**src/serial_bank_switch_mapper_top_macros.svh**
```systemverilog
// Assertion macros for the serial bank switch mapper.
`ifndef SERIAL_BANK_SWITCH_MAPPER_TOP_MACROS_SVH
`define SERIAL_BANK_SWITCH_MAPPER_TOP_MACROS_SVH

`ifndef SYNTHESIS
`define SBSM_ASSERT_NOW(lbl, ante, cons) \
  lbl: assert property (@(posedge clk_i) disable iff (!rst_ni) (ante) |-> (cons)) \
    else $error("sbsm assertion failed");
`define SBSM_ASSERT_NEXT(lbl, ante, cons) \
  lbl: assert property (@(posedge clk_i) disable iff (!rst_ni) (ante) |=> (cons)) \
    else $error("sbsm assertion failed");
`else
`define SBSM_ASSERT_NOW(lbl, ante, cons)
`define SBSM_ASSERT_NEXT(lbl, ante, cons)
`endif

`endif

```
**src/sbsm_pkg.sv**
```systemverilog
// Shared types, codes and constants of the serial bank switch mapper.
package sbsm_pkg;

  localparam int unsigned CartRamDepth = 8192;
  localparam int unsigned RamAw        = $clog2(CartRamDepth);

  localparam logic [7:0] PrgBankCountReset = 8'd2;
  localparam logic [7:0] ChrBankCountReset = 8'd0;
  localparam logic [4:0] ControlReset      = 5'h1C;

  typedef enum logic [1:0] {
    OpCpuRead  = 2'd0,
    OpCpuWrite = 2'd1,
    OpPpuRead  = 2'd2,
    OpPpuWrite = 2'd3
  } op_e;

  // Serial load target, from address bits 14..13
  typedef enum logic [1:0] {
    TgtControl = 2'd0,
    TgtChrLow  = 2'd1,
    TgtChrHigh = 2'd2,
    TgtPrg     = 2'd3
  } tgt_e;

  // PRG banking modes, control bits 3..2
  typedef enum logic [1:0] {
    PrgSwitch32A   = 2'd0,
    PrgSwitch32B   = 2'd1,
    PrgFixFirst    = 2'd2,
    PrgFixLast     = 2'd3
  } prg_mode_e;

  typedef enum logic {
    CfgPrgBankCount = 1'b0,
    CfgChrBankCount = 1'b1
  } cfg_e;

  typedef struct packed {
    op_e         op;
    logic [15:0] addr;
    logic [7:0]  wdata;
  } req_t;

  typedef struct packed {
    logic        handled;
    logic        from_ram;
    logic        ram_rd;
    logic        ram_wr;
    logic [21:0] mapped;
    logic [1:0]  mirror;
  } res_t;

  typedef struct packed {
    logic [4:0] control;
    logic [2:0] shift_count;
  } stat_t;

  // Fold a 13-bit window offset into the RAM depth; a smaller RAM is mirrored.
  function automatic logic [RamAw-1:0] ram_index(input logic [12:0] offs);
    logic [13:0] v;
    v = {1'b0, offs};
    for (int i = 0; i < 3; i++) begin
      if (v >= 14'(CartRamDepth)) v = v - 14'(CartRamDepth);
    end
    return v[RamAw-1:0];
  endfunction

endpackage

```
**src/sbsm_regs.sv**
```systemverilog
// Bank registers, serial load shift register and address translation.
module sbsm_regs
  import sbsm_pkg::*;
(
  input  logic       clk_i,
  input  logic       rst_ni,
  input  logic       req_valid_i,
  input  req_t       req_i,
  input  logic [7:0] prg_bank_count_i,
  input  logic [7:0] chr_bank_count_i,
  output res_t       res_o,
  output stat_t      stat_o
);

  logic [4:0] control_q, control_d;
  logic [4:0] shift_q, shift_d;
  logic [2:0] count_q, count_d;
  logic [4:0] chr_low_q, chr_low_d;
  logic [4:0] chr_high_q, chr_high_d;
  logic [4:0] chr_whole_q, chr_whole_d;
  logic [2:0] prg_whole_q, prg_whole_d;
  logic [7:0] prg_low_q, prg_low_d;
  logic [7:0] prg_high_q, prg_high_d;

  res_t       res;
  logic [4:0] sh;
  logic [7:0] prg_bank;
  logic [4:0] chr_bank;
  logic       is_cpu;

  always_comb begin
    control_d   = control_q;
    shift_d     = shift_q;
    count_d     = count_q;
    chr_low_d   = chr_low_q;
    chr_high_d  = chr_high_q;
    chr_whole_d = chr_whole_q;
    prg_whole_d = prg_whole_q;
    prg_low_d   = prg_low_q;
    prg_high_d  = prg_high_q;
    res         = '0;
    sh          = {req_i.wdata[0], shift_q[4:1]};
    prg_bank    = req_i.addr[14] ? prg_high_q : prg_low_q;
    chr_bank    = req_i.addr[12] ? chr_high_q : chr_low_q;
    is_cpu      = (req_i.op == OpCpuRead) || (req_i.op == OpCpuWrite);

    if (is_cpu) begin
      if (req_i.addr[15:13] == 3'b011) begin
        res.handled  = 1'b1;
        res.from_ram = 1'b1;
        res.ram_rd   = (req_i.op == OpCpuRead);
        res.ram_wr   = (req_i.op == OpCpuWrite);
      end else if (req_i.addr[15]) begin
        if (req_i.op == OpCpuRead) begin
          res.handled = 1'b1;
          if (control_q[3]) begin
            res.mapped = {prg_bank, req_i.addr[13:0]};
          end else begin
            res.mapped = {4'd0, prg_whole_q, req_i.addr[14:0]};
          end
        end else if (req_i.wdata[7]) begin
          // Drop the partial load and force 16K mode with the last bank fixed
          shift_d   = '0;
          count_d   = '0;
          control_d = control_q | 5'h0C;
        end else if (count_q >= 3'd4) begin
          shift_d = '0;
          count_d = '0;
          unique case (tgt_e'(req_i.addr[14:13]))
            TgtControl: control_d = sh;
            TgtChrLow: begin
              if (control_q[4]) chr_low_d = sh;
              else              chr_whole_d = {sh[4:1], 1'b0};
            end
            TgtChrHigh: begin
              if (control_q[4]) chr_high_d = sh;
            end
            TgtPrg: begin
              unique case (prg_mode_e'(control_q[3:2])) inside
                PrgSwitch32A, PrgSwitch32B: prg_whole_d = sh[3:1];
                PrgFixFirst: begin
                  prg_low_d  = '0;
                  prg_high_d = {4'd0, sh[3:0]};
                end
                PrgFixLast: begin
                  prg_low_d  = {4'd0, sh[3:0]};
                  prg_high_d = prg_bank_count_i - 8'd1;
                end
                default: ;
              endcase
            end
            default: ;
          endcase
        end else begin
          shift_d = sh;
          count_d = count_q + 3'd1;
        end
      end
    end else if (req_i.addr[15:13] == 3'b000) begin
      res.handled = 1'b1;
      if (chr_bank_count_i == 8'd0) begin
        res.mapped = {6'd0, req_i.addr};
      end else if (req_i.op == OpPpuRead) begin
        if (control_q[4]) begin
          res.mapped = {5'd0, chr_bank, req_i.addr[11:0]};
        end else begin
          res.mapped = 22'({chr_whole_q, 12'd0}) + 22'(req_i.addr[12:0]);
        end
      end
    end

    res.mirror = control_d[1:0];
  end

  always_ff @(posedge clk_i or negedge rst_ni) begin
    if (!rst_ni) begin
      control_q   <= ControlReset;
      shift_q     <= '0;
      count_q     <= '0;
      chr_low_q   <= '0;
      chr_high_q  <= '0;
      chr_whole_q <= '0;
      prg_whole_q <= '0;
      prg_low_q   <= '0;
      prg_high_q  <= PrgBankCountReset - 8'd1;
    end else if (req_valid_i) begin
      control_q   <= control_d;
      shift_q     <= shift_d;
      count_q     <= count_d;
      chr_low_q   <= chr_low_d;
      chr_high_q  <= chr_high_d;
      chr_whole_q <= chr_whole_d;
      prg_whole_q <= prg_whole_d;
      prg_low_q   <= prg_low_d;
      prg_high_q  <= prg_high_d;
    end
  end

  assign res_o              = res;
  assign stat_o.control     = control_q;
  assign stat_o.shift_count = count_q;

endmodule

```
**config.mk**
```make
export PLATFORM = sky130hd
export DESIGN_NAME = sbsm_regs
export DESIGN_NICKNAME = d
export VERILOG_FILES = /design/src/serial_bank_switch_mapper_top_macros.svh /design/src/sbsm_pkg.sv /design/src/sbsm_regs.sv
export SDC_FILE = /design/constraint.sdc
export NUM_CORES = 1
export LEC_CHECK = 0
export BUFFER_PORTS_ARGS = -buffer_cell sky130_fd_sc_hd__clkbuf_2
export CELL_PAD_IN_SITES_DETAIL_PLACEMENT = 1
export CELL_PAD_IN_SITES_GLOBAL_PLACEMENT = 2
export CORE_ASPECT_RATIO = 1.4
export CORE_MARGIN = 1.5
export CORE_UTILIZATION = 29
export DETAILED_ROUTE_END_ITERATION = 8
export PLACE_DENSITY = 0.91
export RECOVER_POWER = 25
export SETUP_SLACK_MARGIN = 0.05
export SYNTH_ARGS = -nofsm -noshare
export SYNTH_HDL_FRONTEND = slang
export SYNTH_SLANG_ARGS = --single-unit
```
**constraint.sdc**
```tcl
create_clock -name clk_i -period 2.2 [get_ports clk_i]
set_input_delay 0.44 -clock clk_i [delete_from_list [all_inputs] [get_ports clk_i]]
set_output_delay 0.44 -clock clk_i [all_outputs]
set_load 0.01 [all_outputs]
```
## Word-level counts from Yosys, hierarchy flattened

Cells that the tools add are included.

- Order comparisons: 1
- Add/subtract/negate cells: 3
- Bitwise gates (word level): 4
- Multiplexer cells: 31
- Eq/ne operators: 9
- Reduce and logical (&&, ||, !) cells: 18

Operators by type and width:

| operator | number |
|---|---|
| 2-to-1 mux 22 bit | 5 |
| 2-to-1 mux 18 bit | 4 |
| AND reduction 9 bit | 5 |
| case mux 8 bit (2 select lines) | 2 |
| adder 17 x 13 -> 18 bit | 1 |
| 2-to-1 mux 5 bit | 3 |
| 2-to-1 mux 3 bit | 4 |
| 2-to-1 mux 4 bit | 3 |
| equality test 2 bit, second input constant | 5 |
| logical NOT 8 bit | 1 |
| 2-to-1 mux 2 bit | 4 |
| 2-to-1 mux 8 bit | 1 |
| AND reduction 8 bit | 1 |
| subtractor 8 x 1 -> 8 bit, second input constant | 1 |
| AND reduction 7 bit | 1 |
| equality test 2 x 1 -> 1 bit, second input constant | 3 |
| logical NOT 2 bit | 3 |
| nonzero test 2 bit | 3 |
| 2-to-1 mux 1 bit | 5 |
| AND reduction 5 bit | 1 |
| inverter 1 bit | 4 |
| adder 3 x 1 -> 3 bit, second input constant | 1 |
| equality test 3 x 2 -> 1 bit, second input constant | 1 |
| >= comparator 3 bit, second input constant | 1 |
| 3 further kinds | 3 |

- Word-level logic and storage cells: 77
- Register bits after elaboration: 46
- Output and inout port bits: 36

## Depth between registers and ports, before layout

- Word-level depth: 8
- Mapped depth: 6
- Mapped depth without buffers: 6

## Worst setup path before layout

No wires, ideal clock.

- Kind: input to output
- Start: in req_i[23] (netlist name)
- End: out res_o[10] (netlist name)
- Arrival: 1.633 ns
- Buffers on the path: 1
- Setup slack: 0.127 ns
- Required time: 1.760 ns
- Stages: 4
- Cell sequence: or4b_1 o21ai_0 clkbuf_1 and2_1

RTL lines:

| item | line | text |
|---|---|---|
| from (decl) | sbsm_regs.sv:8 | `input req_t req_i,` |
| to (decl) | sbsm_regs.sv:11 | `output res_t res_o,` |

==> reports/results.ini <==
[status]
status = finished clean

[global_route]
grt-ovfl-total = 0
grt_antenna_before_repair = 0
gr-usage-all-layers = 0.164
grt_max_degree = 42
grt_pass1_vias = 2118
grt_pass1_wl_um = 10600

[worst_setup_path]
path_class = in -> out
crit_arrival_ps = 1720
startpoint_type = input pin
rrSetupSlack_ps = 660
cp.required_ps = 1760
cp-end-kind = primary output
path_max_fanout = 5

[power_and_ir_drop]
peakVddDrop_uv = 251
power.total_mw = 1.79
total_leakage_power_nw = 1.56
p_per_area_nw_per_um2 = 571

[sta]
max_freq_ghz = 0.463
rsz0062_at_grt = yes
final_hold_viol_count = 0
relSlewSlack = 0.297
setup_viol_count_final = 0
finalWorstSetupSlack_ps = 41.8
fin_crit_sh = 0.981
fin_worst_skew_ps = 7.19
slew_viol_final = 0
worst_slew_pin_slew_ps = 1050
post-route-min-period_ps = 2160

[synthesis]
synthTopCellsByCount = 41 x nand2_1, 37 x dfrtp_1, 18 x mux2_2, 18 x o21ai_0, 17 x and2_1
async_flop_share = 1.00
synth-edff-count = 0
avgSynthCellArea_um2 = 9.57
ys_ff_latch = 41
netlist_top_cells_area = dfrtp_1 40%, mux2_2 8.7%, nand2_1 6.6%
synth_top_area_frac = 0.398
synth_ff_type = dfrtp_1
synth.distinct_cells = 44
yosys.area.top_type = dfrtp_1
syn_inst = 243
synth-seq-area-share = 0.443
synth.net_count = 291
synth_most_common_cell = nand2_1
syn-cell-area_um2 = 2330
ys_warn_count = 0

[die]
initial_core_util = 0.300
die_w_um = 78.7
io_pins = 81
core_area_um2 = 7750
dieArea_um2 = 8570
rows = 38
chipHeight_um = 109

[clock_network]
clk_latency_ps = 310
clock_path_buffers = 2
cts_num_sinks = 41
cts_hold_buf = 0
h-tree-depth = 2
cts.clk_slew.worst_paths_ps = 80
cts_made_buffers = 5
tritoncts = done
cts-root-buf = clkbuf_8

[final_layout]
areaGrowthSynthToFinish_pct = 34.6
final_nets = 379
final_area_um2 = 3130
drive_gt1_frac = 0.419
fill_cells = 924
diodes = 0
utilization = 0.404

[drt]
drt-initial-drc-count = 97
drc_errors = 0
viasPerCell = 4.98
ant_nets = 0
dr.pass1.iters = 4
wl_per_cell_um = 16.1
wirelength_um = 6940
vias = 2153

[placed_design]
post_dp_cell_area_um2 = 2850
dp_hpwl_um = 5150
port_buffers = 74
gp_congestion = 0.799
dpl_worst_slack_ps = -148

[min_path]
hold_class = in -> reg

[run]
cap_violations = 0

## logic make-up after synthesis
family          count (synthesis)  synth area share
compound gates                 38            0.0979
xor+xnor                        6            0.0226
fa+ha+maj                       3            0.0161
buf+inv                        22            0.0393
flops                          41             0.443
mux                            30             0.147
simple gates                  103             0.233
## through the flow
stage	std cells	hold WS, ps	setup TNS (ps)
2_1_floorplan	243	144	0
3_3_place_gp	416	454	-566
3_5_place_dp	416	465	-722
4_1_cts	425	206	0
5_1_grt	432	391	-11.8
6_report	432	371	0
## power breakdown
group	internal, mW	leakage (nW)	total [mW]	switching (mW)
Clock	0.457	0.0687	0.751	0.293
Sequential	0.774	0.555	0.812	0.0381
Combinational	0.102	0.936	0.224	0.123
Total	1.33	1.56	1.79	0.454
## metal layers
metal	GRT usage	share of wire
met3	0.0335	0.055
met4	0.0663	0.022
met1	0.181	0.39
met2	0.304	0.53
met5	0	0
## worst paths after layout
path,start,end,depth (start not counted)
setup / recovery,req_i[21],res_o[16],6
hold / removal,req_i[7],control_q[2]$_DFFE_PN1P_,3
setup reg to reg,control_q[4]$_DFFE_PN1P_,chr_high_q[1]$_DFFE_PN0P_,2
hold reg to reg,prg_high_q[5]$_DFFE_PN0P_,prg_high_q[5]$_DFFE_PN0P_,2
max in group asynchronous,rst_ni,shift_q[1]$_DFFE_PN0P_,2
min in group asynchronous,rst_ni,chr_low_q[0]$_DFFE_PN0P_,2
## layout by cell type, fill, tap and decap left out, drive strengths merged, types with 4 or more instances in the layout
master	instances
dfstp	4
clkbuf	73
dfrtp	37
nand2	41
inv	10
nand3	11
nor2	10
mux2	22
mux2i	8
o22ai	4
o31ai	4
xnor2	4
o21ai	18
a21oi	5
buf	26
and2	18
## worst max-delay path, cell delays in order
cell      delay [ps]
buf_6            100
or4b_4           550
nand3b_1         190
buf_6            150
o32ai_4          110
buf_2            170
## cell type report
cell class / instances / area (um^2) / area share
multi-input cells: 180 / 1260 / 0.401
repair buffers: 94 / 547 / 0.175
well taps: 100 / 125 / 0.0400
clock buffers: 5 / 68.8 / 0.0220
inverters: 9 / 33.8 / 0.0108
clock inverters: 3 / 68.8 / 0.0220
flip-flops and latches: 41 / 1030 / 0.329
## state kept, by name, indices dropped and copies added (netlist names)
name         flops
shift_q          4
prg_high_q       8
prg_whole_q      3
chr_whole_q      4
chr_low_q        5
prg_low_q        4
chr_high_q       5
count_q          3
control_q        5
## what timing repair did
action / CTS / global route
hold endpoints to repair: 0 / 0
setup endpoints to repair: 19 / 21
setup buffers: 1 / 6
gates resized for setup: 7 / 17
pin swaps: 1 / 2
cloned: 0 / 1
Note: power is estimated with default switching activity, not from simulation.
